### src/rtl/core/fpie_pkg.sv
// Shared types and constants for the floating-point integer power unit.
// Used by the controller, the datapath and the top level; depends on nothing.
`default_nettype none

package fpie_pkg;

  // Controller states, one-hot coded.
  typedef enum logic [11:0] {
    ST_IDLE  = 12'b0000_0000_0001,
    ST_SCAN  = 12'b0000_0000_0010,
    ST_NEXT  = 12'b0000_0000_0100,
    ST_MSTART = 12'b0000_0000_1000,
    ST_MPP   = 12'b0000_0001_0000,
    ST_NORM  = 12'b0000_0010_0000,
    ST_ROUND = 12'b0000_0100_0000,
    ST_FINAL = 12'b0000_1000_0000,
    ST_DNORM = 12'b0001_0000_0000,
    ST_DIV   = 12'b0010_0000_0000,
    ST_DPACK = 12'b0100_0000_0000,
    ST_DONE  = 12'b1000_0000_0000
  } state_e;

  // Result status codes.
  localparam logic [1:0] STAT_NORMAL    = 2'd0;
  localparam logic [1:0] STAT_ZERO_ZERO = 2'd1;
  localparam logic [1:0] STAT_ZERO_NEG  = 2'd2;

  // Double-precision bit patterns.
  localparam logic [63:0] FP_ONE       = 64'h3FF0_0000_0000_0000;
  localparam logic [63:0] FP_ZERO_NEG  = 64'h41DF_FFFF_FFC0_0000;
  localparam logic [63:0] FP_DEF_NAN   = 64'hFFF8_0000_0000_0000;
  localparam logic [10:0] FP_EXP_MAX   = 11'h7FF;
  localparam logic [63:0] FP_QUIET_BIT = 64'h0008_0000_0000_0000;

  // Commands from the controller to the datapath.
  typedef struct packed {
    logic load;
    logic idx_dec;
    logic mstart;
    logic op_mulx;
    logic pp_step;
    logic norm_step;
    logic round;
    logic final_fix;
    logic dnorm_step;
    logic div_step;
    logic dpack;
    logic out_load;
  } cmd_t;

  // Status from the datapath to the controller.
  typedef struct packed {
    logic trivial;
    logic cur_bit;
    logic idx_zero;
    logic mul_spec;
    logic pp_done;
    logic norm_done;
    logic need_div;
    logic d_normed;
    logic div_last;
  } sts_t;

endpackage

`default_nettype wire

### src/rtl/core/fpie_dp.sv
// Datapath of the integer power unit: operand registers, shared split multiplier,
// normalizer, rounder and restoring reciprocal divider. Depends on fpie_pkg.
`default_nettype none

module fpie_dp (
  input  wire              clk_i,
  input  wire              rst_ni,
  input  fpie_pkg::cmd_t   cmd_i,
  output fpie_pkg::sts_t   sts_o,
  input  wire  [63:0]      base_bits_i,
  input  wire signed [31:0] power_value_i,
  output logic [63:0]      result_bits_o,
  output logic [1:0]       status_o
);

  logic [63:0]  base_q, acc_q, res_q;
  logic [31:0]  mag_q;
  logic         neg_q;
  logic [1:0]   stat_q, ostat_q;
  logic [4:0]   idx_q;
  logic [52:0]  ma_q, mb_q;
  logic [2:0]   pcnt_q;
  logic [53:0]  pp_q;
  logic [105:0] p_q;
  logic signed [13:0] er_q, de_q;
  logic         sgn_q;
  logic [52:0]  d_q;
  logic [54:0]  rem_q;
  logic [55:0]  q_q;
  logic [5:0]   dcnt_q;

  // Input classification at load time.
  logic [31:0] pw_u, mag_in;
  logic        in_neg, in_bzero;
  assign pw_u     = power_value_i;
  assign in_neg   = power_value_i[31];
  assign mag_in   = in_neg ? (32'd0 - pw_u) : pw_u;
  assign in_bzero = (base_bits_i[62:0] == 63'd0);

  // Operand fields: the accumulator is always the first operand.
  logic [63:0] opb;
  logic [10:0] a_exp, b_exp;
  logic        a_nan, b_nan, a_inf, b_inf, a_zero, b_zero;
  assign opb    = cmd_i.op_mulx ? base_q : acc_q;
  assign a_exp  = acc_q[62:52];
  assign b_exp  = opb[62:52];
  assign a_nan  = (a_exp == fpie_pkg::FP_EXP_MAX) && (acc_q[51:0] != 52'd0);
  assign b_nan  = (b_exp == fpie_pkg::FP_EXP_MAX) && (opb[51:0] != 52'd0);
  assign a_inf  = (a_exp == fpie_pkg::FP_EXP_MAX) && (acc_q[51:0] == 52'd0);
  assign b_inf  = (b_exp == fpie_pkg::FP_EXP_MAX) && (opb[51:0] == 52'd0);
  assign a_zero = (acc_q[62:0] == 63'd0);
  assign b_zero = (opb[62:0] == 63'd0);

  // Special-operand product, taken when either operand is NaN, infinite or zero.
  logic        mul_spec;
  logic [63:0] spec_res;
  always_comb begin
    mul_spec = a_nan || b_nan || a_inf || b_inf || a_zero || b_zero;
    if (a_nan) begin
      spec_res = acc_q | fpie_pkg::FP_QUIET_BIT;
    end else if (b_nan) begin
      spec_res = opb | fpie_pkg::FP_QUIET_BIT;
    end else if ((a_inf && b_zero) || (a_zero && b_inf)) begin
      spec_res = fpie_pkg::FP_DEF_NAN;
    end else if (a_inf || b_inf) begin
      spec_res = {acc_q[63] ^ opb[63], fpie_pkg::FP_EXP_MAX, 52'd0};
    end else begin
      spec_res = {acc_q[63] ^ opb[63], 63'd0};
    end
  end

  // Unpacked significands and biased exponents (subnormals use exponent one).
  logic [10:0] ea, eb;
  assign ea = (a_exp == 11'd0) ? 11'd1 : a_exp;
  assign eb = (b_exp == 11'd0) ? 11'd1 : b_exp;

  // One 27x27 partial product per cycle; each is registered and added to the sum in the following cycle.
  logic [26:0]  mx, my;
  logic [53:0]  prod;
  logic [5:0]   pp_sh;
  logic [105:0] pp_ext;
  always_comb begin
    case (pcnt_q[1:0])
      2'd0: begin
        mx = ma_q[26:0];
        my = mb_q[26:0];
      end
      2'd1: begin
        mx = ma_q[26:0];
        my = {1'b0, mb_q[52:27]};
      end
      2'd2: begin
        mx = {1'b0, ma_q[52:27]};
        my = mb_q[26:0];
      end
      default: begin
        mx = {1'b0, ma_q[52:27]};
        my = {1'b0, mb_q[52:27]};
      end
    endcase
    case (pcnt_q)
      3'd1:    pp_sh = 6'd0;
      3'd4:    pp_sh = 6'd54;
      default: pp_sh = 6'd27;
    endcase
  end
  assign prod   = mx * my;
  assign pp_ext = {52'd0, pp_q} << pp_sh;

  // Round to nearest-even and pack, with gradual underflow and overflow to infinity.
  logic [6:0]   rsh;
  logic signed [13:0] one_minus_er;
  logic [105:0] t_sh, lost_mask;
  logic [52:0]  rm;
  logic         rg, rst_bit, rinc;
  logic [53:0]  mr;
  logic [12:0]  ef;
  logic [65:0]  mag66;
  logic [63:0]  rnd_bits;
  always_comb begin
    one_minus_er = 14'sd1 - er_q;
    if (er_q >= 14'sd1) begin
      rsh = 7'd0;
      ef  = er_q[12:0] - 13'd1;
    end else begin
      rsh = (one_minus_er > 14'sd107) ? 7'd107 : one_minus_er[6:0];
      ef  = 13'd0;
    end
    t_sh      = p_q >> rsh;
    lost_mask = ~({106{1'b1}} << rsh);
    rm        = t_sh[105:53];
    rg        = t_sh[52];
    rst_bit   = (t_sh[51:0] != 52'd0) || ((p_q & lost_mask) != 106'd0);
    rinc      = rg && (rst_bit || rm[0]);
    mr        = {1'b0, rm} + {53'd0, rinc};
    mag66     = {1'b0, ef, 52'd0} + {12'd0, mr};
    if (mag66[65:52] >= {3'd0, fpie_pkg::FP_EXP_MAX}) begin
      rnd_bits = {sgn_q, fpie_pkg::FP_EXP_MAX, 52'd0};
    end else begin
      rnd_bits = {sgn_q, mag66[62:0]};
    end
  end

  // Datapath registers.
  always_ff @(posedge clk_i) begin
    if (cmd_i.load) begin
      base_q <= base_bits_i;
      mag_q  <= mag_in;
      neg_q  <= in_neg;
      idx_q  <= 5'd31;
      if (in_bzero && (pw_u == 32'd0)) begin
        stat_q <= fpie_pkg::STAT_ZERO_ZERO;
        acc_q  <= 64'd0;
      end else if (in_bzero && in_neg) begin
        stat_q <= fpie_pkg::STAT_ZERO_NEG;
        acc_q  <= fpie_pkg::FP_ZERO_NEG;
      end else if (mag_in == 32'd0) begin
        stat_q <= fpie_pkg::STAT_NORMAL;
        acc_q  <= fpie_pkg::FP_ONE;
      end else begin
        stat_q <= fpie_pkg::STAT_NORMAL;
        acc_q  <= base_bits_i;
      end
    end
    if (cmd_i.idx_dec) begin
      idx_q <= idx_q - 5'd1;
    end
    // Multiply setup, or the whole product for special operands.
    if (cmd_i.mstart) begin
      if (mul_spec) begin
        acc_q <= spec_res;
      end
      ma_q   <= {a_exp != 11'd0, acc_q[51:0]};
      mb_q   <= {b_exp != 11'd0, opb[51:0]};
      er_q   <= $signed({3'd0, ea}) + $signed({3'd0, eb}) - 14'sd1022;
      sgn_q  <= acc_q[63] ^ opb[63];
      p_q    <= 106'd0;
      pcnt_q <= 3'd0;
    end
    if (cmd_i.pp_step) begin
      pp_q <= prod;
      if (pcnt_q != 3'd0) begin
        p_q <= p_q + pp_ext;
      end
      pcnt_q <= pcnt_q + 3'd1;
    end
    // Left shift until the leading one reaches the top.
    if (cmd_i.norm_step && !p_q[105] && (p_q != 106'd0)) begin
      p_q  <= {p_q[104:0], 1'b0};
      er_q <= er_q - 14'sd1;
    end
    if (cmd_i.round) begin
      acc_q <= rnd_bits;
    end
    // Reciprocal specials, or divisor setup.
    if (cmd_i.final_fix && neg_q) begin
      if (a_zero) begin
        acc_q <= {acc_q[63], fpie_pkg::FP_EXP_MAX, 52'd0};
      end else if (a_nan) begin
        acc_q <= acc_q | fpie_pkg::FP_QUIET_BIT;
      end else if (a_inf) begin
        acc_q <= {acc_q[63], 63'd0};
      end else begin
        d_q   <= {a_exp != 11'd0, acc_q[51:0]};
        de_q  <= $signed({3'd0, ea});
        sgn_q <= acc_q[63];
      end
    end
    if (cmd_i.dnorm_step) begin
      if (!d_q[52]) begin
        d_q  <= {d_q[51:0], 1'b0};
        de_q <= de_q - 14'sd1;
      end else begin
        rem_q  <= 55'd1 << 52;
        q_q    <= 56'd0;
        dcnt_q <= 6'd0;
        er_q   <= 14'sd2046 - de_q;
      end
    end
    // One restoring division step per cycle.
    if (cmd_i.div_step) begin
      if (rem_q >= {2'd0, d_q}) begin
        rem_q <= {rem_q[53:0] - {1'b0, d_q}, 1'b0};
        q_q   <= {q_q[54:0], 1'b1};
      end else begin
        rem_q <= {rem_q[53:0], 1'b0};
        q_q   <= {q_q[54:0], 1'b0};
      end
      dcnt_q <= dcnt_q + 6'd1;
    end
    if (cmd_i.dpack) begin
      p_q <= {q_q, 50'd0} | {105'd0, rem_q != 55'd0};
    end
    if (cmd_i.out_load) begin
      res_q   <= acc_q;
      ostat_q <= stat_q;
    end
  end

  // Status back to the controller.
  always_comb begin
    sts_o.trivial   = (stat_q != fpie_pkg::STAT_NORMAL) || (mag_q == 32'd0) || !rst_ni;
    sts_o.cur_bit   = mag_q[idx_q];
    sts_o.idx_zero  = (idx_q == 5'd0);
    sts_o.mul_spec  = mul_spec;
    sts_o.pp_done   = (pcnt_q == 3'd4);
    sts_o.norm_done = p_q[105] || (p_q == 106'd0);
    sts_o.need_div  = neg_q && !a_zero && !a_nan && !a_inf;
    sts_o.d_normed  = d_q[52];
    sts_o.div_last  = (dcnt_q == 6'd55);
  end

  assign result_bits_o = res_q;
  assign status_o      = ostat_q;

endmodule

`default_nettype wire

### src/rtl/core/fpie_ctrl.sv
// Sequencer of the integer power unit: walks the exponent bits, orders the
// squarings, multiplies and the reciprocal, and owns both handshakes. Depends on fpie_pkg.
`default_nettype none

module fpie_ctrl (
  input  wire             clk_i,
  input  wire             rst_ni,
  input  wire             in_valid_i,
  output logic            in_ready_o,
  output logic            out_valid_o,
  input  wire             out_ready_i,
  output fpie_pkg::cmd_t  cmd_o,
  input  fpie_pkg::sts_t  sts_i
);

  fpie_pkg::state_e state_q, state_d;
  logic sq_q, sq_d;
  logic mulx_q, mulx_d;
  logic divm_q, divm_d;
  logic out_valid_q, out_valid_d;

  assign in_ready_o  = (state_q == fpie_pkg::ST_IDLE);
  assign out_valid_o = out_valid_q;

  // Next-state and command decode.
  always_comb begin
    state_d     = state_q;
    sq_d        = sq_q;
    mulx_d      = mulx_q;
    divm_d      = divm_q;
    out_valid_d = out_valid_q && !out_ready_i;
    cmd_o       = '0;
    cmd_o.op_mulx = mulx_q;
    case (state_q)
      fpie_pkg::ST_IDLE: begin
        if (in_valid_i) begin
          cmd_o.load = 1'b1;
          divm_d     = 1'b0;
          state_d    = fpie_pkg::ST_SCAN;
        end
      end
      fpie_pkg::ST_SCAN: begin
        if (sts_i.trivial) begin
          state_d = fpie_pkg::ST_DONE;
        end else if (sts_i.cur_bit) begin
          sq_d    = 1'b0;
          state_d = fpie_pkg::ST_NEXT;
        end else begin
          cmd_o.idx_dec = 1'b1;
        end
      end
      fpie_pkg::ST_NEXT: begin
        if (sq_q && sts_i.cur_bit) begin
          sq_d    = 1'b0;
          mulx_d  = 1'b1;
          state_d = fpie_pkg::ST_MSTART;
        end else if (sts_i.idx_zero) begin
          state_d = fpie_pkg::ST_FINAL;
        end else begin
          cmd_o.idx_dec = 1'b1;
          sq_d    = 1'b1;
          mulx_d  = 1'b0;
          state_d = fpie_pkg::ST_MSTART;
        end
      end
      fpie_pkg::ST_MSTART: begin
        cmd_o.mstart = 1'b1;
        state_d = sts_i.mul_spec ? fpie_pkg::ST_NEXT : fpie_pkg::ST_MPP;
      end
      fpie_pkg::ST_MPP: begin
        cmd_o.pp_step = 1'b1;
        if (sts_i.pp_done) begin
          state_d = fpie_pkg::ST_NORM;
        end
      end
      fpie_pkg::ST_NORM: begin
        cmd_o.norm_step = 1'b1;
        if (sts_i.norm_done) begin
          state_d = fpie_pkg::ST_ROUND;
        end
      end
      fpie_pkg::ST_ROUND: begin
        cmd_o.round = 1'b1;
        state_d = divm_q ? fpie_pkg::ST_DONE : fpie_pkg::ST_NEXT;
      end
      fpie_pkg::ST_FINAL: begin
        cmd_o.final_fix = 1'b1;
        if (sts_i.need_div) begin
          divm_d  = 1'b1;
          state_d = fpie_pkg::ST_DNORM;
        end else begin
          state_d = fpie_pkg::ST_DONE;
        end
      end
      fpie_pkg::ST_DNORM: begin
        cmd_o.dnorm_step = 1'b1;
        if (sts_i.d_normed) begin
          state_d = fpie_pkg::ST_DIV;
        end
      end
      fpie_pkg::ST_DIV: begin
        cmd_o.div_step = 1'b1;
        if (sts_i.div_last) begin
          state_d = fpie_pkg::ST_DPACK;
        end
      end
      fpie_pkg::ST_DPACK: begin
        cmd_o.dpack = 1'b1;
        state_d = fpie_pkg::ST_NORM;
      end
      fpie_pkg::ST_DONE: begin
        if (!out_valid_q || out_ready_i) begin
          cmd_o.out_load = 1'b1;
          out_valid_d    = 1'b1;
          state_d        = fpie_pkg::ST_IDLE;
        end
      end
      default: begin
        state_d = fpie_pkg::ST_IDLE;
      end
    endcase
  end

  // Control registers.
  always_ff @(posedge clk_i or negedge rst_ni) begin
    if (!rst_ni) begin
      state_q     <= fpie_pkg::ST_IDLE;
      sq_q        <= 1'b0;
      mulx_q      <= 1'b0;
      divm_q      <= 1'b0;
      out_valid_q <= 1'b0;
    end else begin
      state_q     <= state_d;
      sq_q        <= sq_d;
      mulx_q      <= mulx_d;
      divm_q      <= divm_d;
      out_valid_q <= out_valid_d;
    end
  end

`ifndef SYNTHESIS
  // A new result appears only when an item finishes.
  a_res_from_done: assert property (@(posedge clk_i) disable iff (!rst_ni)
    $rose(out_valid_q) |-> $past(state_q == fpie_pkg::ST_DONE))
    else $error("result raised outside completion");

  // A finished result is never loaded over one still waiting.
  a_no_overwrite: assert property (@(posedge clk_i) disable iff (!rst_ni)
    cmd_o.out_load |-> (!out_valid_q || out_ready_i))
    else $error("result overwritten before transfer");

  // The divider runs only for a negative exponent.
  a_div_mode: assert property (@(posedge clk_i) disable iff (!rst_ni)
    (state_q == fpie_pkg::ST_DIV) |-> divm_q)
    else $error("divider active without reciprocal");

  // Rounding always follows normalization.
  a_round_after_norm: assert property (@(posedge clk_i) disable iff (!rst_ni)
    (state_q == fpie_pkg::ST_ROUND) |-> $past(state_q == fpie_pkg::ST_NORM))
    else $error("round without normalization");
`endif

endmodule

`default_nettype wire

### src/rtl/core/float_power_integer_exponent_unit.sv
// Flow: a zero base with a zero or negative exponent, or a zero exponent, goes straight to the result;
// otherwise the exponent bits are scanned from the top, then each rounded product runs through its
// partial products, the normalizing shifts (more of them for subnormal operands) and rounding, and for
// a negative exponent the reciprocal follows (divisor normalization, bit-serial divider, rounding).
// Handshake: a new item is taken only when idle; a result still waiting holds the next one.
// Reset: rst_ni asynchronous, active low, clears the sequencer and the output valid.
// Top level of the integer power unit; depends on fpie_pkg, fpie_ctrl and fpie_dp.
`default_nettype none

module float_power_integer_exponent_unit (
  input  wire               clk_i,
  input  wire               rst_ni,
  input  wire               in_valid_i,
  output logic              in_ready_o,
  input  wire  [63:0]       base_bits_i,
  input  wire signed [31:0] power_value_i,
  output logic              out_valid_o,
  input  wire               out_ready_i,
  output logic [63:0]       result_bits_o,
  output logic [1:0]        status_o
);

  fpie_pkg::cmd_t cmd;
  fpie_pkg::sts_t sts;

  // Sequencer.
  fpie_ctrl u_ctrl (
    .clk_i       (clk_i),
    .rst_ni      (rst_ni),
    .in_valid_i  (in_valid_i),
    .in_ready_o  (in_ready_o),
    .out_valid_o (out_valid_o),
    .out_ready_i (out_ready_i),
    .cmd_o       (cmd),
    .sts_i       (sts)
  );

  // Arithmetic datapath with the output register.
  fpie_dp u_dp (
    .clk_i         (clk_i),
    .rst_ni        (rst_ni),
    .cmd_i         (cmd),
    .sts_o         (sts),
    .base_bits_i   (base_bits_i),
    .power_value_i (power_value_i),
    .result_bits_o (result_bits_o),
    .status_o      (status_o)
  );

endmodule

`default_nettype wire
### config.mk
export PLATFORM = sky130hd
export DESIGN_NAME = float_power_integer_exponent_unit
export DESIGN_NICKNAME = d
export VERILOG_FILES = /design/src/rtl/core/fpie_pkg.sv /design/src/rtl/core/fpie_dp.sv /design/src/rtl/core/fpie_ctrl.sv /design/src/rtl/core/float_power_integer_exponent_unit.sv
export SDC_FILE = /design/constraint.sdc
export NUM_CORES = 2
export LEC_CHECK = 0
export BUFFER_PORTS_ARGS = -buffer_cell sky130_fd_sc_hd__clkbuf_2
export CAP_MARGIN = 20
export CORE_MARGIN = 2
export CORE_UTILIZATION = 30
export CTS_CLUSTER_SIZE = 8
export DETAILED_ROUTE_END_ITERATION = 6
export GPL_TIMING_DRIVEN = 0
export PLACE_DENSITY = 0.46
export SLEW_MARGIN = 10
export SYNTH_ARGS = -nofsm -noshare
export SYNTH_HDL_FRONTEND = slang
export SYNTH_SLANG_ARGS = --single-unit
### constraint.sdc
create_clock -name clk_i -period 13.2 [get_ports clk_i]
set_clock_uncertainty 0.1 [all_clocks]
set_input_delay 2.64 -clock clk_i [delete_from_list [all_inputs] [get_ports clk_i]]
set_output_delay 2.64 -clock clk_i [all_outputs]
set_load 0.05 [all_outputs]
==> results.toml <==
[status]
outcome = "complete, but fails checks"
violations = "design-rule violations"

[detailed_routing]
drtPass1Iterations = 7
drc = 1
wl_per_cell_um = 33.55
ant_nets = 0
vias = 72840
wl_mm = 417.9
first_iter_violations = 7788
vias_per_cell = 5.848

[placed_design]
hpwl_mm = 339.5
portBuffers = 167
globalplace.congestion = 1.034

[yosys]
synthFlopType = "edfxtp_1"
ys_top_cells_by_area = "edfxtp_1 20%, fa_1 17%, ha_1 6.3%"
ys_ff_latch = 717
synthArstFlopShare = 0.02232
netlist_area_um2 = 75170
synth_cell_types = 113
synth_nets = 9768
synth_seq_area_share = 0.2602
synth_edf_count = 512
yosysWarningCount = 0
yosysTopAreaCell = "edfxtp_1"
postSynthAreaPerCell_um2 = 8.677
synth_top_area_frac = 0.2045
synthCells = 8663

[finish]
final_cell_mix = "1,160 x nand2_1, 840 x inv_1, 698 x nor2_1"
final_core_util = 0.3398
drive_above_1_share = 0.07899
area_growth_pct = 12.50
layout_commonest_cell = "nand2_1"
nets = 10120

[sta]
setup_viol = 0
report.final.slew_viol_count = 0
layout_min_cycle_time_ps = 12850
tns_ps = 0
max_slew_margin = 0.1464
min_period_over_period = 0.9737
worst_slew_pin_slew_ps = 1280
rsz0062_at_grt = "no"
finalHoldViolCount = 0
fmax_ghz = 0.07780

[clock_network]
tritoncts = "yes"
cts_buffers = 105
postCtsHoldBufs = 0
cts-root-buf = "clkbuf_16"
htree_levels = 3
clk_pin_slew_worst_paths_ps = 70
cts.path.max_buffers = 3
clock_latency_ps = 820
clock-sinks = 717

[worst_setup_path]
cpPeakStageDelay_ps = 860
critPathLaunchType = "flip-flop"
critical_path_class = "flip-flop to flip-flop"
crit_top_cell = "fa_1"
slowest_stage = "buf_1"
crit_arrival_ps = 13260
path_max_fanout = 10
worst-endpoint-required_ps = 13600
end_kind = "flip-flop"

[floorplanning]
core_area_um2 = 248900
die_y_um = 504.6
die-area_um2 = 254600
placementRows = 183
pin_count = 168
start_util = 0.3020
die_x_um = 504.6

[flow_run]
drv_cap = 0

[global_routing]
grt_pass1_wl_mm = 573.5
grt_max_degree = 79
grt_overflow_total = 0
grt_pass1_vias = 70950
antenna_found_initial = 49
grt.total_usage = 0.3187

[min_path]
min_path_type = "flip-flop to flip-flop"
==> critical path: cells and delay by family (launching register included) <==
family                   cells  cell delay [ps]
adder cells (fa/ha/maj)      9             4360
AO/OA/AOI/OAI               11             3600
buffers and inverters        8             2570
AND/OR/NAND/NOR              5              620
multiplexers                 1              510
flip-flops                   1              440
XOR/XNOR                     1              300
==> stage by stage <==
stage,area (um2),hold slack (ps),cells,setup WS (ps)
after floorplan,75170,327.2,8663,3859
after global placement,80170,359.9,12160,92.36
after detailed placement,81230,357.2,12230,267.0
after CTS,84400,380.5,12420,161.4
after global routing,84510,408.3,12440,2.431
final,84560,374.7,12460,346.8
==> cell type report <==
type | instances | area (um2)
plain buffers | 514 | 2145
inverters | 842 | 3168
flip-flops and latches | 717 | 19560
fillers | 26240 | 164300
well taps | 3330 | 4167
diodes | 36 | 90.09
clock buffers | 173 | 2973
clock inverters | 12 | 197.7
multi-input cells | 6588 | 50480
repair buffers | 244 | 1778
==> Yosys cell counts (24+ instances only) <==
cell type,count
a211oi_1,52
a21o_1,157
a21oi_1,490
a221oi_1,95
a22o_1,38
a22oi_1,49
a31oi_1,119
and2_1,153
and3_1,88
buf_1,61
buf_2,41
clkbuf_1,386
dfxtp_1,189
edfxtp_1,512
fa_1,627
ha_1,378
inv_1,842
mux2_2,136
mux2i_1,152
nand2_1,1161
nand2b_1,47
nand3_1,176
nand4_1,100
nor2_1,700
nor2b_1,57
nor3_1,146
nor4_1,138
o211ai_1,137
o21a_1,38
o21ai_0,381
o21ai_1,60
o21bai_1,43
o221ai_1,24
o22ai_1,86
o31ai_1,33
or3_1,31
xnor2_1,224
xor2_1,105
==> per-layer routing <==
layer | up-vias | global-route usage | part of all wire
met1 | 36970 | 0.4158 | 0.41
li1 | 31110 | - | -
met4 | 20 | 0.1828 | 0.068
met2 | 3807 | 0.4839 | 0.43
met3 | 937 | 0.07129 | 0.087
met5 | - | 0 | 0.00031
==> cell families after synthesis <==
family,share of synthesized area
compound gates,0.1763
xor+xnor,0.03833
fa+ha+maj,0.2299
buf+inv,0.07028
flops,0.2602
mux,0.04439
simple gates,0.1805
==> registers in the layout (all words and copies together), names as in the netlist, 3 cells and up <==
register	flops
u_ctrl.state_q	12
u_dp.er_q	14
u_dp.dcnt_q	6
u_dp.de_q	14
u_dp.mag_q	32
u_dp.d_q	53
u_dp.p_q	106
u_dp.idx_q	5
u_dp.rem_q	54
u_dp.mb_q	53
u_dp.result_bits_o	64
u_dp.pcnt_q	3
u_dp.base_q	64
u_dp.acc_q	64
u_dp.ma_q	53
u_dp.q_q	56
u_dp.pp_q	54
==> path summary, 6_finish.rpt <==
check | from | endpoint | slack (ps) | cells after the start
min in group asynchronous | rst_ni | u_ctrl.mulx_q | 1710 | 1
hold reg to reg | u_dp.q_q[28] | u_dp.p_q[78] | 370 | 1
setup reg to reg | u_dp.pcnt_q[0] | u_dp.pp_q[46] | 350 | 35
setup / recovery | u_dp.pcnt_q[0] | u_dp.pp_q[46] | 350 | 35
hold / removal | u_dp.q_q[28] | u_dp.p_q[78] | 370 | 1
max in group asynchronous | rst_ni | u_ctrl.state_q[0] | 10940 | 1
==> what timing repair did <==
item                       CTS  global route
setup endpoints to repair    0             4
gates resized for setup      0            12
buffers inserted             0             0
hold endpoints to repair     0             0
Power is left out: the tool's default activity adds up to more than one toggle a clock period on the data nets, which glitch-free logic cannot reach.
